===== src/rtl/core/host_link_supervisor_deframer_unit_assert.svh =====
// ----------------------------------------------------------------------------
// Assertion macros for the host link supervisor / deframer
// Short concurrent checks on a clock with a synchronous reset.
// ----------------------------------------------------------------------------
`ifndef HOST_LINK_SUPERVISOR_DEFRAMER_UNIT_ASSERT_SVH
`define HOST_LINK_SUPERVISOR_DEFRAMER_UNIT_ASSERT_SVH

// same-cycle implication
`define HLSD_ASSERT_NOW(label, clk, rst, ante, cons) \
   label: assert property (@(posedge clk) disable iff (rst) (ante) |-> (cons)) \
      else $error("hlsd: same-cycle check failed");

// next-cycle implication
`define HLSD_ASSERT_NEXT(label, clk, rst, ante, cons) \
   label: assert property (@(posedge clk) disable iff (rst) (ante) |=> (cons)) \
      else $error("hlsd: next-cycle check failed");

`endif


===== src/rtl/core/hlsd_pkg.sv =====
`timescale 1ns / 1ps
// ----------------------------------------------------------------------------
// hlsd_pkg
// Shared types and constants of the host link supervisor / deframer.
// ----------------------------------------------------------------------------
package hlsd_pkg;

   localparam int MAX_FRAME  = 64;
   localparam int CSR_IDX_W  = 2;
   localparam int CSR_DATA_W = 32;

   localparam logic [31:0] RETRY_RESET = 32'd1000;
   localparam logic [31:0] STALE_RESET = 32'd10000;

   localparam logic [7:0] CH_START = 8'h40;  // '@'
   localparam logic [7:0] CH_END   = 8'h2F;  // '/'

   typedef enum logic [1:0] {
      ACT_POLL     = 2'd0,
      ACT_BYTE     = 2'd1,
      ACT_ANNOUNCE = 2'd2,
      ACT_OUTCOME  = 2'd3
   } action_type;

   typedef enum logic [1:0] {
      KIND_CLOSE   = 2'd0,
      KIND_CONNECT = 2'd1,
      KIND_ONLINE  = 2'd2,
      KIND_BYTE    = 2'd3
   } kind_type;

   typedef enum logic [CSR_IDX_W-1:0] {
      CSR_FALLBACK_IP    = 2'd0,
      CSR_FALLBACK_VALID = 2'd1,
      CSR_RETRY_MS       = 2'd2,
      CSR_STALE_MS       = 2'd3
   } csr_reg_type;

   // controller -> datapath
   typedef struct packed {
      logic capture;    // latch the accepted request
      logic exec;       // evaluate and commit the request
      logic emit;       // load a pending control result into the output reg
      logic slot;       // which pending result
      logic rd;         // frame buffer read
      logic emit_byte;  // load the read payload byte into the output reg
   } ctrl_cmd_type;

   // datapath -> controller
   typedef struct packed {
      logic       out_free;
      logic [1:0] plan_cnt;
      logic       plan_replay;
      logic [1:0] pend_cnt;
      logic       rep_last;
   } dp_status_type;

endpackage


===== src/rtl/core/hlsd_chan_if.sv =====
`timescale 1ns / 1ps
// ----------------------------------------------------------------------------
// hlsd channel interfaces
// Valid/ready request and response channels of the supervisor.
// ----------------------------------------------------------------------------
interface hlsd_req_if;
   logic        valid;
   logic        ready;
   logic [1:0]  action;
   logic [31:0] now_ms;
   logic        wifi_up;
   logic        link_up;
   logic [7:0]  rx_byte;
   logic [31:0] announced_ip;

   modport source (output valid, action, now_ms, wifi_up, link_up, rx_byte, announced_ip,
                   input ready);
   modport sink   (input valid, action, now_ms, wifi_up, link_up, rx_byte, announced_ip,
                   output ready);
endinterface

interface hlsd_rsp_if;
   logic        valid;
   logic        ready;
   logic [1:0]  kind;
   logic [31:0] host_ip;
   logic [7:0]  data_byte;
   logic        last;

   modport source (output valid, kind, host_ip, data_byte, last, input ready);
   modport sink   (input valid, kind, host_ip, data_byte, last, output ready);
endinterface


===== src/rtl/core/hlsd_datapath.sv =====
`timescale 1ns / 1ps
// ----------------------------------------------------------------------------
// hlsd_datapath
// Config registers, link/target state, frame buffer and output register.
// ----------------------------------------------------------------------------
module hlsd_datapath #(
   parameter int MaxFrame = hlsd_pkg::MAX_FRAME
) (
   input  logic                                clock,
   input  logic                                reset,
   input  logic                                csr_we,
   input  logic [hlsd_pkg::CSR_IDX_W-1:0]      csr_index,
   input  logic [hlsd_pkg::CSR_DATA_W-1:0]     csr_wdata,
   input  logic [1:0]                          req_action,
   input  logic [31:0]                         req_now_ms,
   input  logic                                req_wifi_up,
   input  logic                                req_link_up,
   input  logic [7:0]                          req_rx_byte,
   input  logic [31:0]                         req_announced_ip,
   input  hlsd_pkg::ctrl_cmd_type              cmd,
   output hlsd_pkg::dp_status_type             status,
   input  logic                                rsp_ready,
   output logic                                rsp_valid,
   output logic [1:0]                          rsp_kind,
   output logic [31:0]                         rsp_host_ip,
   output logic [7:0]                          rsp_data_byte,
   output logic                                rsp_last
);
   import hlsd_pkg::*;

   localparam int LenW = $clog2(MaxFrame + 1);
   localparam int IdxW = (MaxFrame > 1) ? $clog2(MaxFrame) : 1;

   // configuration
   logic [31:0] fb_ip_ff, retry_ff, stale_ff;
   logic        fb_valid_ff;

   // latched request
   action_type  act_ff;
   logic [31:0] now_ff, ann_ff;
   logic        wifi_ff, link_ff;
   logic [7:0]  byte_ff;

   // supervisor state
   logic [31:0] tgt_ip_ff, tgt_ip_in;
   logic        tif_ff, tif_in;
   logic        ann_seen_ff, ann_seen_in;
   logic [31:0] last_ann_ff, last_ann_in;
   logic [31:0] last_try_ff, last_try_in;
   logic        first_ff, first_in;
   logic        online_ff, online_in;
   logic        in_frame_ff, in_frame_in;
   logic [LenW-1:0] len_ff, len_in;

   // pending control results
   logic [1:0]  pcnt_ff, pcnt_in;
   kind_type    pk0_ff, pk0_in, pk1_ff, pk1_in;
   logic [31:0] pip_ff, pip_in;

   // frame buffer and replay
   logic [7:0]      frame_mem [MaxFrame];
   logic [7:0]      rd_data_ff;
   logic [LenW-1:0] rep_len_ff, rep_idx_ff;
   logic            mem_we, replay;

   // output register
   logic        out_valid_ff;
   kind_type    out_kind_ff;
   logic [31:0] out_ip_ff;
   logic [7:0]  out_byte_ff;
   logic        out_last_ff;

   logic [31:0] cur_tgt, tgt_after, ann_age, try_age;
   logic        stale, close_a, link_e, wo_e, rep_last, out_free;
   kind_type    emit_kind;

   always_ff @(posedge clock) begin
      if (reset) begin
         fb_ip_ff    <= '0;
         fb_valid_ff <= 1'b0;
         retry_ff    <= RETRY_RESET;
         stale_ff    <= STALE_RESET;
      end else if (csr_we) begin
         unique case (csr_reg_type'(csr_index))
            CSR_FALLBACK_IP:    fb_ip_ff    <= csr_wdata[31:0];
            CSR_FALLBACK_VALID: fb_valid_ff <= csr_wdata[0];
            CSR_RETRY_MS:       retry_ff    <= csr_wdata[31:0];
            CSR_STALE_MS:       stale_ff    <= csr_wdata[31:0];
            default: ;
         endcase
      end
   end

   always_ff @(posedge clock) begin
      if (cmd.capture) begin
         act_ff  <= action_type'(req_action);
         now_ff  <= req_now_ms;
         wifi_ff <= req_wifi_up;
         link_ff <= req_link_up;
         byte_ff <= req_rx_byte;
         ann_ff  <= req_announced_ip;
      end
   end

   assign cur_tgt   = tif_ff ? fb_ip_ff : tgt_ip_ff;
   assign ann_age   = now_ff - last_ann_ff;
   assign try_age   = now_ff - last_try_ff;
   assign stale     = ann_seen_ff && (ann_age > stale_ff);
   assign tgt_after = stale ? fb_ip_ff : cur_tgt;
   assign close_a   = stale && (cur_tgt != fb_ip_ff) && link_ff;
   assign link_e    = link_ff && !close_a;
   assign wo_e      = online_ff && !close_a;

   // request evaluation
   always_comb begin
      tgt_ip_in   = tgt_ip_ff;
      tif_in      = tif_ff;
      ann_seen_in = ann_seen_ff;
      last_ann_in = last_ann_ff;
      last_try_in = last_try_ff;
      first_in    = first_ff;
      online_in   = online_ff;
      in_frame_in = in_frame_ff;
      len_in      = len_ff;
      pcnt_in     = 2'd0;
      pk0_in      = KIND_CLOSE;
      pk1_in      = KIND_CLOSE;
      pip_in      = tgt_after;
      mem_we      = 1'b0;
      replay      = 1'b0;
      if (fb_valid_ff) begin
         case (act_ff)
            ACT_POLL: begin
               if (!wifi_ff) begin
                  if (link_ff) begin
                     pcnt_in = 2'd1;
                  end
                  online_in   = 1'b0;
                  in_frame_in = 1'b0;
                  len_in      = '0;
               end else begin
                  if (stale) begin
                     ann_seen_in = 1'b0;
                     if (cur_tgt != fb_ip_ff) begin
                        tif_in = 1'b1;
                     end
                  end
                  if (close_a) begin
                     pcnt_in     = 2'd1;
                     online_in   = 1'b0;
                     in_frame_in = 1'b0;
                     len_in      = '0;
                  end
                  if (!link_e) begin
                     if (wo_e) begin
                        // link dropped after being online: close, restart wait
                        pcnt_in     = 2'd1;
                        online_in   = 1'b0;
                        in_frame_in = 1'b0;
                        len_in      = '0;
                        last_try_in = now_ff;
                        first_in    = 1'b0;
                     end else if (first_ff || (try_age >= retry_ff)) begin
                        last_try_in = now_ff;
                        first_in    = 1'b0;
                        if (close_a) begin
                           pk1_in  = KIND_CONNECT;
                           pcnt_in = 2'd2;
                        end else begin
                           pk0_in  = KIND_CONNECT;
                           pcnt_in = 2'd1;
                        end
                     end
                  end else begin
                     online_in = 1'b1;
                  end
               end
            end
            ACT_BYTE: begin
               if (online_ff) begin
                  if (byte_ff == CH_START) begin
                     len_in      = '0;
                     in_frame_in = 1'b1;
                  end else if (byte_ff == CH_END) begin
                     if (in_frame_ff) begin
                        in_frame_in = 1'b0;
                        replay      = (len_ff != '0);
                        len_in      = '0;
                     end
                  end else if (in_frame_ff) begin
                     if (len_ff < LenW'(MaxFrame)) begin
                        mem_we = 1'b1;
                        len_in = len_ff + LenW'(1);
                     end else begin
                        // overlong: drop and wait for the next start
                        in_frame_in = 1'b0;
                        len_in      = '0;
                     end
                  end
               end
            end
            ACT_ANNOUNCE: begin
               ann_seen_in = 1'b1;
               last_ann_in = now_ff;
               if (ann_ff != cur_tgt) begin
                  tgt_ip_in = ann_ff;
                  tif_in    = 1'b0;
                  if (link_ff) begin
                     pcnt_in     = 2'd1;
                     online_in   = 1'b0;
                     in_frame_in = 1'b0;
                     len_in      = '0;
                  end
               end
            end
            default: begin  // connect outcome
               if (link_ff) begin
                  in_frame_in = 1'b0;
                  len_in      = '0;
                  pk0_in      = KIND_ONLINE;
                  pcnt_in     = 2'd1;
               end
            end
         endcase
      end
   end

   always_ff @(posedge clock) begin
      if (reset) begin
         tgt_ip_ff   <= '0;
         tif_ff      <= 1'b1;
         ann_seen_ff <= 1'b0;
         last_ann_ff <= '0;
         last_try_ff <= '0;
         first_ff    <= 1'b1;
         online_ff   <= 1'b0;
         in_frame_ff <= 1'b0;
         len_ff      <= '0;
         pcnt_ff     <= 2'd0;
      end else if (cmd.exec) begin
         tgt_ip_ff   <= tgt_ip_in;
         tif_ff      <= tif_in;
         ann_seen_ff <= ann_seen_in;
         last_ann_ff <= last_ann_in;
         last_try_ff <= last_try_in;
         first_ff    <= first_in;
         online_ff   <= online_in;
         in_frame_ff <= in_frame_in;
         len_ff      <= len_in;
         pcnt_ff     <= pcnt_in;
      end
   end

   always_ff @(posedge clock) begin
      if (cmd.exec) begin
         pk0_ff <= pk0_in;
         pk1_ff <= pk1_in;
         pip_ff <= pip_in;
         if (replay) begin
            rep_len_ff <= len_ff;
            rep_idx_ff <= '0;
         end
      end else if (cmd.emit_byte) begin
         rep_idx_ff <= rep_idx_ff + LenW'(1);
      end
   end

   // frame buffer: one write port, registered read
   always_ff @(posedge clock) begin
      if (cmd.exec && mem_we) begin
         frame_mem[len_ff[IdxW-1:0]] <= byte_ff;
      end
      if (cmd.rd) begin
         rd_data_ff <= frame_mem[rep_idx_ff[IdxW-1:0]];
      end
   end

   assign rep_last  = (rep_idx_ff + LenW'(1)) == rep_len_ff;
   assign out_free  = !out_valid_ff || rsp_ready;
   assign emit_kind = cmd.slot ? pk1_ff : pk0_ff;

   always_ff @(posedge clock) begin
      if (reset) begin
         out_valid_ff <= 1'b0;
      end else if (cmd.emit || cmd.emit_byte) begin
         out_valid_ff <= 1'b1;
      end else if (rsp_ready) begin
         out_valid_ff <= 1'b0;
      end
   end

   always_ff @(posedge clock) begin
      if (cmd.emit) begin
         out_kind_ff <= emit_kind;
         out_ip_ff   <= (emit_kind == KIND_CONNECT) ? pip_ff : '0;
         out_byte_ff <= '0;
         out_last_ff <= 1'b0;
      end else if (cmd.emit_byte) begin
         out_kind_ff <= KIND_BYTE;
         out_ip_ff   <= '0;
         out_byte_ff <= rd_data_ff;
         out_last_ff <= rep_last;
      end
   end

   assign status.out_free    = out_free;
   assign status.plan_cnt    = pcnt_in;
   assign status.plan_replay = replay;
   assign status.pend_cnt    = pcnt_ff;
   assign status.rep_last    = rep_last;

   assign rsp_valid     = out_valid_ff;
   assign rsp_kind      = out_kind_ff;
   assign rsp_host_ip   = out_ip_ff;
   assign rsp_data_byte = out_byte_ff;
   assign rsp_last      = out_last_ff;

endmodule


===== src/rtl/core/hlsd_ctrl.sv =====
`timescale 1ns / 1ps
// ----------------------------------------------------------------------------
// hlsd_ctrl
// Sequencer: accept, evaluate, emit control results, replay payload.
// ----------------------------------------------------------------------------
module hlsd_ctrl (
   input  logic                    clock,
   input  logic                    reset,
   input  logic                    req_valid,
   output logic                    req_ready,
   input  hlsd_pkg::dp_status_type status,
   output hlsd_pkg::ctrl_cmd_type  cmd
);
   import hlsd_pkg::*;

   typedef enum logic [2:0] {
      ST_IDLE,
      ST_EXEC,
      ST_EMIT,
      ST_READ,
      ST_SEND
   } state_type;

   state_type state_ff, state_in;
   logic      slot_ff, slot_in;

   always_comb begin
      cmd       = '0;
      req_ready = 1'b0;
      state_in  = state_ff;
      slot_in   = slot_ff;
      unique case (state_ff)
         ST_IDLE: begin
            req_ready = 1'b1;
            if (req_valid) begin
               cmd.capture = 1'b1;
               state_in    = ST_EXEC;
            end
         end
         ST_EXEC: begin
            cmd.exec = 1'b1;
            if (status.plan_cnt != 2'd0) begin
               slot_in  = 1'b0;
               state_in = ST_EMIT;
            end else if (status.plan_replay) begin
               state_in = ST_READ;
            end else begin
               state_in = ST_IDLE;
            end
         end
         ST_EMIT: begin
            cmd.slot = slot_ff;
            if (status.out_free) begin
               cmd.emit = 1'b1;
               if (({1'b0, slot_ff} + 2'd1) == status.pend_cnt) begin
                  state_in = ST_IDLE;
               end else begin
                  slot_in = 1'b1;
               end
            end
         end
         ST_READ: begin
            cmd.rd   = 1'b1;
            state_in = ST_SEND;
         end
         ST_SEND: begin
            if (status.out_free) begin
               cmd.emit_byte = 1'b1;
               state_in      = status.rep_last ? ST_IDLE : ST_READ;
            end
         end
         default: state_in = ST_IDLE;
      endcase
   end

   always_ff @(posedge clock) begin
      if (reset) begin
         state_ff <= ST_IDLE;
         slot_ff  <= 1'b0;
      end else begin
         state_ff <= state_in;
         slot_ff  <= slot_in;
      end
   end

endmodule


===== src/rtl/core/host_link_supervisor_deframer_unit.sv =====
`timescale 1ns / 1ps
// ----------------------------------------------------------------------------
// host_link_supervisor_deframer_unit
// Host connection supervisor with '@payload/' command deframer.
// ----------------------------------------------------------------------------
// Takes one request transaction at a time: polls (time, wifi, link status),
// received bytes, host announcements and connect outcomes. A request that
// yields no result is accepted, then evaluated. Close/connect/online results
// follow, each loaded into the output register once it is free, so a poll
// that closes and reconnects emits two. A completed command frame of N
// payload bytes is replayed from the frame buffer, each byte by a buffer read,
// then a load into the output register once free, paced by the single read
// port of the buffer. The next request is taken while the final result still
// waits in the output register. Nothing happens while fallback_valid is clear;
// configuration is to be written only while idle, which the block itself does
// not enforce. Time comparisons wrap modulo 2^32. No clearing pass after reset.
// ----------------------------------------------------------------------------
`include "host_link_supervisor_deframer_unit_assert.svh"

module host_link_supervisor_deframer_unit #(
   parameter int MaxFrame = hlsd_pkg::MAX_FRAME   // 1 .. 64 payload bytes
) (
   input  logic                            clock,
   input  logic                            reset,
   hlsd_req_if.sink                        req_chan,
   hlsd_rsp_if.source                      rsp_chan,
   input  logic                            csr_we,
   input  logic [hlsd_pkg::CSR_IDX_W-1:0]  csr_index,
   input  logic [hlsd_pkg::CSR_DATA_W-1:0] csr_wdata
);
   import hlsd_pkg::*;

   ctrl_cmd_type  cmd;
   dp_status_type status;
   logic          req_ready;

   // sequencer: one request in flight, then its results
   hlsd_ctrl u_ctrl (
      .clock     (clock),
      .reset     (reset),
      .req_valid (req_chan.valid),
      .req_ready (req_ready),
      .status    (status),
      .cmd       (cmd)
   );

   // state, frame buffer, output register
   hlsd_datapath #(
      .MaxFrame (MaxFrame)
   ) u_datapath (
      .clock            (clock),
      .reset            (reset),
      .csr_we           (csr_we),
      .csr_index        (csr_index),
      .csr_wdata        (csr_wdata),
      .req_action       (req_chan.action),
      .req_now_ms       (req_chan.now_ms),
      .req_wifi_up      (req_chan.wifi_up),
      .req_link_up      (req_chan.link_up),
      .req_rx_byte      (req_chan.rx_byte),
      .req_announced_ip (req_chan.announced_ip),
      .cmd              (cmd),
      .status           (status),
      .rsp_ready        (rsp_chan.ready),
      .rsp_valid        (rsp_chan.valid),
      .rsp_kind         (rsp_chan.kind),
      .rsp_host_ip      (rsp_chan.host_ip),
      .rsp_data_byte    (rsp_chan.data_byte),
      .rsp_last         (rsp_chan.last)
   );

   assign req_chan.ready = req_ready;

   // a load never overwrites a result still waiting downstream
   `HLSD_ASSERT_NOW(a_load_needs_room, clock, reset, (cmd.emit || cmd.emit_byte), status.out_free)
   // an accepted transaction is evaluated in the next cycle
   `HLSD_ASSERT_NEXT(a_accept_then_exec, clock, reset, (req_chan.valid && req_ready), cmd.exec)
   // each buffer read is consumed before the next one is issued
   `HLSD_ASSERT_NEXT(a_read_spacing, clock, reset, cmd.rd, !cmd.rd)
   // payload replay never comes with pending control results
   `HLSD_ASSERT_NOW(a_replay_alone, clock, reset, status.plan_replay, status.plan_cnt == 2'd0)

endmodule

===== src/flat_wrapper.sv =====
// flat-port wrapper written by rule: the top's interface ports become plain ports
module host_link_supervisor_deframer_unit_flat import hlsd_pkg::*;
#(
   parameter int MaxFrame = hlsd_pkg::MAX_FRAME                           
)
  (clock, reset, csr_we, csr_index, csr_wdata, req_chan_valid, req_chan_action, req_chan_now_ms, req_chan_wifi_up, req_chan_link_up, req_chan_rx_byte, req_chan_announced_ip, req_chan_ready, rsp_chan_valid, rsp_chan_kind, rsp_chan_host_ip, rsp_chan_data_byte, rsp_chan_last, rsp_chan_ready);
  hlsd_req_if req_chan_i ();
  hlsd_rsp_if rsp_chan_i ();
  input  logic clock;
  input  logic reset;
  input  logic csr_we;
  input  logic [hlsd_pkg::CSR_IDX_W-1:0] csr_index;
  input  logic [hlsd_pkg::CSR_DATA_W-1:0] csr_wdata;
  input wire logic [$bits(req_chan_i.valid)-1:0] req_chan_valid;
  input wire logic [$bits(req_chan_i.action)-1:0] req_chan_action;
  input wire logic [$bits(req_chan_i.now_ms)-1:0] req_chan_now_ms;
  input wire logic [$bits(req_chan_i.wifi_up)-1:0] req_chan_wifi_up;
  input wire logic [$bits(req_chan_i.link_up)-1:0] req_chan_link_up;
  input wire logic [$bits(req_chan_i.rx_byte)-1:0] req_chan_rx_byte;
  input wire logic [$bits(req_chan_i.announced_ip)-1:0] req_chan_announced_ip;
  output wire logic [$bits(req_chan_i.ready)-1:0] req_chan_ready;
  output wire logic [$bits(rsp_chan_i.valid)-1:0] rsp_chan_valid;
  output wire logic [$bits(rsp_chan_i.kind)-1:0] rsp_chan_kind;
  output wire logic [$bits(rsp_chan_i.host_ip)-1:0] rsp_chan_host_ip;
  output wire logic [$bits(rsp_chan_i.data_byte)-1:0] rsp_chan_data_byte;
  output wire logic [$bits(rsp_chan_i.last)-1:0] rsp_chan_last;
  input wire logic [$bits(rsp_chan_i.ready)-1:0] rsp_chan_ready;
  assign req_chan_i.valid = req_chan_valid;
  assign req_chan_i.action = req_chan_action;
  assign req_chan_i.now_ms = req_chan_now_ms;
  assign req_chan_i.wifi_up = req_chan_wifi_up;
  assign req_chan_i.link_up = req_chan_link_up;
  assign req_chan_i.rx_byte = req_chan_rx_byte;
  assign req_chan_i.announced_ip = req_chan_announced_ip;
  assign req_chan_ready = req_chan_i.ready;
  assign rsp_chan_valid = rsp_chan_i.valid;
  assign rsp_chan_kind = rsp_chan_i.kind;
  assign rsp_chan_host_ip = rsp_chan_i.host_ip;
  assign rsp_chan_data_byte = rsp_chan_i.data_byte;
  assign rsp_chan_last = rsp_chan_i.last;
  assign rsp_chan_i.ready = rsp_chan_ready;
  host_link_supervisor_deframer_unit #(.MaxFrame(MaxFrame)) u_core (.clock(clock), .reset(reset), .req_chan(req_chan_i), .rsp_chan(rsp_chan_i), .csr_we(csr_we), .csr_index(csr_index), .csr_wdata(csr_wdata));
endmodule

===== config.mk =====
export PLATFORM = sky130hd
export DESIGN_NAME = host_link_supervisor_deframer_unit_flat
export DESIGN_NICKNAME = d
export VERILOG_FILES = /design/src/rtl/core/hlsd_pkg.sv /design/src/rtl/core/hlsd_chan_if.sv /design/src/rtl/core/hlsd_datapath.sv /design/src/rtl/core/hlsd_ctrl.sv /design/src/rtl/core/host_link_supervisor_deframer_unit.sv /design/src/flat_wrapper.sv
export VERILOG_INCLUDE_DIRS = /design/src /design/src/rtl/core
export SDC_FILE = /design/constraint.sdc
export NUM_CORES = 1
export LEC_CHECK = 0
export BUFFER_PORTS_ARGS = -buffer_cell sky130_fd_sc_hd__buf_2
export CAP_MARGIN = 20
export CORE_UTILIZATION = 40
export CTS_CLUSTER_DIAMETER = 200
export DETAILED_ROUTE_END_ITERATION = 16
export PLACE_DENSITY_LB_ADDON = 0.2
export SLEW_MARGIN = 10
export SYNTH_ARGS = -nofsm -noshare
export SYNTH_HDL_FRONTEND = slang
export SYNTH_SLANG_ARGS = --single-unit

===== constraint.sdc =====
create_clock -name clock -period 8.1 [get_ports clock]
set_clock_uncertainty 0.05 [all_clocks]
set_input_delay 1.215 -clock clock [delete_from_list [all_inputs] [get_ports clock]]
set_output_delay 1.215 -clock clock [all_outputs]
set_load 0.005 [all_outputs]

After elaboration in Yosys (flattened, before gate mapping)

Memories as Yosys holds them, arrays and structs flattened. A register that Yosys moved wholly into a read port is not among the register bits.
Cells that the tools add are included.

Reductions and logical operators: 40
Bitwise logic cells: 5
Add/sub/neg operators: 5
Magnitude comparators: 3
Eq/ne operators: 31
Muxes and demuxes: 106

Operators with widths:

| kind                | number |
|---|---|
| $mux 32             | 7 |
| $mux 7              | 15 |
| $ne 32x32->1        | 2 |
| $sub 32x32->32      | 2 |
| $mux 1              | 56 |
| $ge 32x32->1        | 1 |
| $gt 32x32->1        | 1 |
| $mux 2              | 14 |
| $ne 2x2->1 const B  | 12 |
| $pmux 7 s3          | 1 |
| $reduce_and 4->1    | 4 |
| $mux 3              | 5 |
| $pmux 3 s5          | 1 |
| $add 7x1->7 const B | 2 |
| $reduce_bool 2->1   | 7 |
| $reduce_and 2->1    | 6 |
| $reduce_and 6->1    | 2 |
| $reduce_and 5->1    | 2 |
| $eq 8x6->1 const B  | 1 |
| $eq 8x7->1 const B  | 1 |
| $pmux 1 s2          | 4 |
| $eq 7x7->1          | 1 |
| $lt 7x7->1 const B  | 1 |
| $reduce_and 7->1    | 1 |
| other kinds (23)    | 41 |

Bits in writable memories: 512
Memories: 1
Input bits: 115
Word-level logic and storage cells: 223
Flip-flop bits (word level): 381
Output and inout bits: 45

Memory list:

| memory                      | depth | bits a word | rd ports | clocked after Yosys merged registers in | write ports | RTL line            | RTL |
|---|---|---|---|---|---|---|---|
| u_core.u_datapath.frame_mem | 64    | 8           | 1        | 1                                       | 1           | hlsd_datapath.sv:61 | `logic [7:0] frame_mem [MaxFrame];` |

Longest topological paths before layout

Gate-level depths: netlist of run 1.

Word-level depth: 15
Mapped depth: 27
Gate-level depth less buffers: 27

Hierarchy

A second synthesis of run 1 with hierarchy kept.

Cells, all modules: 2961
Area total of the unflattened synthesis: 40233.6 um2

By module, submodules not included:

| module        | area each (um2) | cells each | instances | seq. area each (um2) |
|---|---|---|---|---|
| hlsd_datapath | 39937.1         | 2925       | 1         | 24733.7 |
| hlsd_ctrl     | 296.5           | 36         | 1         | 80.1 |

Worst setup path before layout of run 1

No wires, ideal clock.

Path type: reg2reg
Start: register u_core.u_datapath.now_ff[0]
End: register u_core.u_ctrl.slot_ff
Arrival time: 5173 ps
Setup time: 131 ps
Required time: 7919 ps
Path buffers: 0
Cell stages (with the launch flop): 27
Period minus slack after synthesis: 5354 ps
Setup slack: 2746 ps
Path through: edfxtp_1 -> inv_1 -> ha_1 -> inv_1 -> fa_1 -> a211o_1 -> a21boi_1 -> o21ai_1 -> a41oi_1 -> o21ai_1 -> a211oi_2 -> nor4b_1 -> a311o_1 -> ha_1 -> nand3_1 -> nor4_2 -> nand3_1 -> o311a_1 -> o311ai_1 -> ha_1 -> a211oi_1 -> a21oi_1 -> nor3_1 -> a31oi_1 -> o21ai_1 -> a211oi_2 -> nor3b_2

Longest elaborated chain between the ends: 15
Elaborated cells on any way between the ends: 22
Those cells by class: add/sub: 2; order compare: 2; eq/ne: 1; mux: 8; reduce/logical: 9

RTL lines:

| what                                               | RTL line                                   | RTL |
|---|---|---|
| start, declared                                    | hlsd_datapath.sv:40                        | `logic [31:0] now_ff, ann_ff;` |
| start signal, assigned                             | hlsd_datapath.sv:97                        | `now_ff <= req_now_ms;` |
| $sub 32x32->32                                     | hlsd_datapath.sv:106                       | `assign ann_age = now_ff - last_ann_ff;` |
| $gt 32x32->1                                       | hlsd_datapath.sv:108                       | `assign stale = ann_seen_ff && (ann_age > stale_ff);` |
| $logic_and 1x1->1                                  | hlsd_datapath.sv:108                       |  |
| $logic_and 1x1->1 (2 in series)                    | hlsd_datapath.sv:110                       | `assign close_a = stale && (cur_tgt != fb_ip_ff) && link_ff;` |
| $mux 1, or another cell as far along               | hlsd_datapath.sv:148                       | `if (close_a) begin` |
| $mux 2 / $logic_and 1x1->1 (equally long branches) | hlsd_datapath.sv:163, hlsd_datapath.sv:112 |  |
| $mux 2                                             | hlsd_datapath.sv:155                       | `if (wo_e) begin` |
| $mux 2 (*)                                         | hlsd_datapath.sv:154                       | `if (!link_e) begin` |
| $mux 2 (*)                                         | hlsd_datapath.sv:134                       | `if (!wifi_ff) begin` |
| $pmux 2 s3 (*)                                     | hlsd_datapath.sv:132                       | `case (act_ff)` |
| $mux 2 (*)                                         | hlsd_datapath.sv:131                       | `if (fb_valid_ff) begin` |
| $reduce_bool 2->1 (*)                              | hlsd_ctrl.sv:42                            | `if (status.plan_cnt != 2'd0) begin` |
| $ne 2x2->1 (no source line) (*)                    | -                                          |  |
| $reduce_and 4->1 (no source line) (*)              | -                                          |  |
| end signal, assigned                               | hlsd_ctrl.sv:82                            | `slot_ff <= slot_in;` |
| end, declared                                      | hlsd_ctrl.sv:25                            | `logic slot_ff, slot_in;` |

Every way passes the cells marked *; elsewhere a longest branch is shown, timed or not.
A chain may end at the register's enable or synchronous reset.

Worst setup path after layout of run 1

Same ends and word-level chain as after synthesis.

==> run summary, run 1 <==
Outcome - finished clean
Drt initial violations - 1899
Max-cap violations - 0
Number of synthesized flops with an enable pin - 679
H-tree Lvls - 3
CTS clock-pin slew for the worst setup and hold paths - 0.06 ns
Async SR Flop Fraction - 0
First-pass GRT wire length - 153.2 mm
Core area - 98990 sq um
Port Buf Inserts - 159
CTS tree - done
Pleak - 16.10 nW
Fin Hold WS - 0.4068 ns
WS Path Type - flop to flop
Top FF cell, synth - edfxtp_1
Gp weighted congestion - 0.9067
Multi-input gate area - 14200 sq um
Initial core utilization - 0.4058
Layout area overhead - 13.59%
Crit path max fanout - 4
CP required - 8.58 ns
Post-CTS Setup Repair Bufs - 0
Initial antenna violation count - 3
All-Layer GR Usage - 0.2000
CTS root buf - clkbuf_16
Avg WL per Cell - 22.95 microns
Final Routed Wirelength - 102.5 mm
Register area - 24820 sq um
Syn Inst Count - 2926
Site row count - 115
DRC errors left - 0
Maximum vdd drop - 0.0001595 V
Die Area - 101700 sq um
Power Density - 224.2 nW/um^2
Clk Latency, worst-skew pair - 0.69 ns
Largest net degree at the start of global routing - 111
Seq/Total Area, Yosys - 0.6177
Most common cell after layout, fill and taps aside - edfxtp_1
Cell variety after synth - 83
Max-slew headroom - 0.3096
Worst Setup End Kind - flop
Endpoints failing setup - 0
# resized after CTS - 0
Dpl ws - 1.785 ns
TNS Setup - 0 ns
Placed cell count - 4277
Worst Tran Pin Value - 1.034 ns
Initial DRT Pass Iterations - 6
Hold_buf cts - 0
Data arrival, critical path - 6.88 ns
Layout cells sized above 1 - 0.1741
Final Hold Violating Endpoints - 0
Vias per cell - 5.450
Filler cell count in the final layout - 8728
Synthesized area per cell - 13.73 sq um
Total number of vias - 24336
Final worst slack - 1.700 ns
Fin crit period - 6.400 ns
GR Overflow Total - 0
Period utilisation layout - 0.7901
Worst Hold Class - flop to flop
I/O pin count - 160
Synth warnings - 0
Finished Layout Cells - 4465
RSZ-0062 raised after global routing - no
Max Slew Vio Count - 0
Syn nets - 3174
Final HPWL from detailed placement - 68.60 mm
Syn Std Cell Area - 40170 sq um
Num CTS Buffers - 97
Achievable Freq - 0.1563 GHz
Horiz. Die Dim - 318.9 microns
Final ANT Viol Nets - 0
Longest Clk Path Bufs - 3
Yosys reg bits - 900
Worst setup SP type - flop
Die Height - 318.9 microns
Number of global-route vias before repair - 24315
Clk sinks - 900
Final #Nets - 3341
Most frequent cells in the layout - edfxtp_1 (679), nand2_1 (300), dfxtp_1 (220), a21oi_1 (214), nor2_1 (186)
path summary, 6_finish.rpt:
check | from | end | slack, ns | depth (start not counted)
setup / recovery | u_core.u_datapath.now_ff[0] | u_core.u_ctrl.slot_ff | 1.70 | 26
setup reg to reg | u_core.u_datapath.now_ff[0] | u_core.u_ctrl.slot_ff | 1.70 | 26
hold / removal | u_core.u_datapath.retry_ff[16] | u_core.u_datapath.retry_ff[16] | 0.41 | 2
hold reg to reg | u_core.u_datapath.retry_ff[16] | u_core.u_datapath.retry_ff[16] | 0.41 | 2
kinds of logic (layout without fill, tap and decap cells):
kind of cell / count (synthesis) / in the layout / synth area share
mux: 305 / 305 / 0.1294
flops: 900 / 900 / 0.6177
xor+xnor: 128 / 128 / 0.02791
fa+ha+maj: 133 / 133 / 0.04180
compound gates: 404 / 404 / 0.06205
buf+inv: 274 / 525 / 0.02925
other cells: 0 / 1 / 0
simple gates: 782 / 782 / 0.09189
registers in the layout (all words and copies together) (netlist names), 3 cells and up:
signal	count
u_core.u_datapath.frame_mem	512
u_core.u_datapath.byte_ff	8
u_core.u_datapath.last_ann_ff	32
u_core.u_datapath.pip_ff	32
u_core.u_ctrl.state_ff	3
u_core.u_datapath.ann_ff	32
u_core.u_datapath.len_ff	7
u_core.u_datapath.last_try_ff	32
u_core.u_datapath.tgt_ip_ff	32
u_core.u_datapath.rep_idx_ff	7
u_core.u_datapath.rsp_host_ip	32
u_core.u_datapath.now_ff	32
u_core.u_datapath.retry_ff	32
u_core.u_datapath.fb_ip_ff	32
u_core.u_datapath.rd_data_ff	8
u_core.u_datapath.stale_ff	32
u_core.u_datapath.rep_len_ff	7
u_core.u_datapath.rsp_data_byte	8
metal layers:
layer / global-route usage / routed length (microns)
met5: 0 / 7
met4: 0.05711 / 2546
met3: 0.03410 / 5835
met2: 0.3405 / 50940
met1: 0.2618 / 43160
per-stage QoR:
step                  util  instance area, sq um  total power, W
finish              0.4609                 45630         0.01023
floorplan                -                 40170        0.005538
CTS                 0.4600                 45540         0.01032
global route        0.4609                 45620         0.01056
global placement    0.4266                 42230        0.005746
detailed placement  0.4267                 42240        0.005764
final cells by class:
type / instances / area share
timing repair buffer: 193 / 0.02509
sequential: 900 / 0.5439
multi-input combinational: 1752 / 0.3112
antenna: 1 / 0.00005485
clock inverter: 55 / 0.01421
inverter: 149 / 0.01226
clock buffer: 128 / 0.05803
tap: 1287 / 0.03529
worst max-delay path: stages (launching register included):
cell,delay [ns]
edfxtp_1,0.41
inv_1,0.10
ha_1,0.18
inv_1,0.06
fa_1,0.42
a211o_1,0.32
a21boi_1,0.13
o21ai_1,0.10
a41oi_1,0.44
o21ai_1,0.26
a211oi_2,0.36
nor4b_1,0.10
a311o_1,0.33
ha_1,0.30
nand3_1,0.13
nor4_2,0.38
nand3_1,0.21
o311a_1,0.38
o311ai_1,0.20
ha_1,0.37
a211oi_1,0.23
a21oi_1,0.06
nor3_1,0.17
a31oi_1,0.06
o21ai_1,0.18
a211oi_2,0.13
nor3b_2,0.17
power by group:
| part | total [W] | switching (W) | internal (W) |
|---|---|---|---|
| sequential | 0.00507 | 0.0000502 | 0.00502 |
| combinational | 0.000595 | 0.000378 | 0.000217 |
| clock | 0.00457 | 0.00189 | 0.00267 |
| total | 0.0102 | 0.00232 | 0.00791 |
synthesized netlist by cell type (all sizes together), types with 4 or more instances:
library cell	number	share of area
nand4	26	0.0040
o21a	12	0.0022
nor3b	5	0.0011
mux2	33	0.0093
xor2	31	0.0068
a2111oi	7	0.0016
a21oi	215	0.027
nand2	301	0.028
inv	148	0.014
and4	5	0.0011
a211o	19	0.0041
and3	10	0.0016
edfxtp	679	0.51
a21o	25	0.0047
clkbuf	82	0.0077
o21ai	48	0.0063
o31a	5	0.0011
mux2i	104	0.026
nand3b	8	0.0016
nor2	186	0.017
o211ai	8	0.0015
xnor2	97	0.021
nand2b	81	0.013
dfxtp	221	0.11
a31o	4	0.00087
nand3	37	0.0047
ha	131	0.041
mux4	168	0.094
a211oi	12	0.0025
and2	43	0.0067
nor2b	13	0.0020
buf	43	0.0077
nor3	32	0.0044
nor4	15	0.0025
a31oi	12	0.0019
or3	8	0.0012
No activity file was read; power rests on OpenSTA's default activity.
==> run 2, diff against run 1 <==
ABC_AREA = 1   (was not set)
clock period = 6.1 ns   (was 8.1 ns; I/O delays follow)
==> run summary, run 2 <==
Outcome - finished clean
Achievable Freq - 0.1812 GHz
Psw - 0.003078 W
Syn nets - 3944
Core area - 97280 sq um
Cell variety after synth - 49
Max-cap violations - 0
Number of synthesized flops with an enable pin - 679
Synth top cells by count - edfxtp_1 (679), a21oi_1 (519), nand2_1 (473), inv_1 (341), o21ai_0 (307)
Number of global-route vias before repair - 26555
Hold_buf cts - 0
CTS clock-pin slew for the worst setup and hold paths - 0.06 ns
Longest Clk Path Bufs - 3
R2R setup slack - 0.58 ns
Slowest stage delay, CP - 0.41 ns
Hold_sp - req_chan_announced_ip[26]
Async SR Flop Fraction - 0
Port Buf Inserts - 159
Die Height - 316.2 microns
Gp weighted congestion - 0.8772
All-Layer GR Usage - 0.2099
Endpoints failing setup - 0
Critical path's most frequent cell - nand2_1
Synth area leaders - edfxtp_1 (52%), dfxtp_1 (11%), a21oi_1 (6.6%)
Final Hold Violating Endpoints - 0
Max reg flops - 512
Fin crit period - 5.520 ns
CTS tree - done
CTS root buf - clkbuf_16
Synth Area in Simple Gates - 0.09846
Filler cell count in the final layout - 9075
Worst Tran Pin Value - 1.013 ns
First-pass GRT wire length - 159.7 mm
Avg WL per Cell - 20.43 microns
Fin Hold WS - 0.3514 ns
Num CTS Buffers - 100
Worst Hold Class - primary input to flop
I/O pin count - 160
Sequential Power Share - 0.503
Util after Layout - 0.4603
Layout cells sized above 1 - 0.09652
Final HPWL from detailed placement - 67.71 mm
Most numerous cell in the Yosys netlist - edfxtp_1
Cell taking the most area after synthesis - edfxtp_1
Area after DPL - 41590 sq um
Ant. Diodes - 0
Data arrival, critical path - 6.09 ns
DRC errors left - 0
FF-to-FF End - u_core.u_ctrl.state_ff[1]
Area share of the leading cell type in the synthesized netlist - 0.5164
Site row count - 114
Internal Power - 0.01035 W
Syn Std Cell Area - 39480 sq um
Initial core utilization - 0.4059
CP required - 6.67 ns
Combinational power share - 0.064
Register area - 24820 sq um
Most frequent cells in the layout - edfxtp_1 (679), a21oi_1 (519), nand2_1 (469), inv_1 (339), o21ai_0 (306)
Worst r2r src - u_core.u_datapath.now_ff[0]
Clk Latency, worst-skew pair - 0.69 ns
Vias per cell - 5.299
Synth Area in XOR/XNOR - 0.02107
Initial antenna violation count - 0
Synth warnings - 0
# resized after CTS - 0
Power Density - 299.9 nW/um^2
Pleak - 16.16 nW
Synth Area in Adders - 0.04253
TNS Setup - 0 ns
GR Overflow Total - 0
Crit-path slowest cell - fa_1
Worst setup SP type - flop
Switching Share - 0.2292
Layout area overhead - 13.41%
Hold Path Stages - 1
Max Slew Vio Count - 0
Main combinational cell family by area after synthesis - compound AO/OA/AOI/OAI gates
Largest net degree at the start of global routing - 129
Final Routed Wirelength - 105.9 mm
Most common cell after layout, fill and taps aside - edfxtp_1
Compound-gate portion of the synthesized area - 0.1578
WS Path Type - flop to flop
RSZ-0062 raised after global routing - no
Min-Delay Endpoint - u_core.u_datapath.ann_ff[26]
H-tree Lvls - 3
Top FF cell, synth - edfxtp_1
Total number of vias - 27460
Final ANT Viol Nets - 0
Seq/Total Area, Yosys - 0.6285
Post-CTS Setup Repair Bufs - 0
Crit path max fanout - 3
Final #Nets - 4071
Synthesized area per cell - 10.68 sq um
Post-route cell area - 44780 sq um
Maximum vdd drop - 0.0002241 V
Period utilisation layout - 0.9049
Horiz. Die Dim - 316.2 microns
Cell count of the worst reg-to-reg path - 36
Die Area - 99970 sq um
Proportion of synthesized area in mux cells - 0.0002535
Syn Inst Count - 3696
Multi-input gate area - 12700 sq um
Initial DRT Pass Iterations - 8
Clk pwr share - 0.433
Drt initial violations - 2300
Worst Setup End Kind - flop
Max-slew headroom - 0.3250
Yosys reg bits - 900
Clk sinks - 900
==> run 2: power groups by stage <==
stage / clock network (W) / logic (W) / registers [W]
2_1_floorplan: 0 / 0.000539 / 0.00690
3_3_place_gp: 0 / 0.000855 / 0.00688
3_5_place_dp: 0 / 0.000863 / 0.00688
4_1_cts: 0.00592 / 0.000869 / 0.00675
5_1_grt: 0.00617 / 0.000977 / 0.00676
6_report: 0.00581 / 0.000859 / 0.00676
==> run 2: logic make-up (layout without fill, tap and decap cells) <==
| group | count (synthesis) | in the layout |
|---|---|---|
| AO/OA/AOI/OAI | 1085 | 1085 |
| multiplexers | 1 | 1 |
| buffers and inverters | 528 | 738 |
| AND/OR/NAND/NOR | 954 | 954 |
| XOR/XNOR | 95 | 95 |
| flip-flops | 900 | 900 |
| adder cells (fa/ha/maj) | 133 | 133 |
==> run 2: how the worst max path moves through the flow <==
| stage | cells after the start | start | slack, ns | to |
|---|---|---|---|---|
| finish | 36 | u_core.u_datapath.now_ff[0] | 0.58 | u_core.u_ctrl.state_ff[1] |
| global route | 36 | u_core.u_datapath.now_ff[0] | 0.004 | u_core.u_ctrl.state_ff[1] |
| CTS | 35 | u_core.u_datapath.now_ff[0] | 0.50 | u_core.u_ctrl.state_ff[1] |
| detailed placement | 35 | u_core.u_datapath.now_ff[0] | 0.54 | u_core.u_ctrl.state_ff[1] |
| global placement | 35 | u_core.u_datapath.now_ff[0] | 0.57 | u_core.u_ctrl.state_ff[1] |
| floorplan | 2 | req_chan_valid | 1.44 | u_core.u_datapath.act_ff[0] |
==> run 2: final cells by class <==
| cell class | count | area share |
|---|---|---|
| well taps | 1276 | 0.03565 |
| clock inverters | 41 | 0.007656 |
| multi-input cells | 2268 | 0.2836 |
| clock buffers | 144 | 0.06345 |
| flip-flops and latches | 900 | 0.5541 |
| repair buffers | 201 | 0.02582 |
| inverters | 352 | 0.02967 |
==> run 2: worst max-delay path, delay by kind of cell, from the launching register on <==
family                     cells  cell delay (ns)
AOI/OAI and AO/OA              8             1.50
adders and majority gates      4             1.08
and+or+nand+nor               19             2.03
buffers and inverters          5             0.39
DFF                            1             0.40
==> run 2: metal layers <==
layer,share of wire,vias to the layer above,wire (microns),global-route usage
met1,0.44,13132,46140,0.2741
met4,0.031,0,3244,0.07233
li1,-,13467,-,-
met3,0.041,170,4309,0.02322
met5,0,-,0,0
met2,0.49,691,52160,0.3619
==> run 2: through the flow <==
stage	total power [W]	instances	setup slack, ns
2_1_floorplan	0.007434	3696	1.439
3_3_place_gp	0.007739	4995	0.5670
3_5_place_dp	0.007747	4997	0.5409
4_1_cts	0.01355	5182	0.5040
5_1_grt	0.01390	5182	0.003809
6_report	0.01343	5182	0.5804
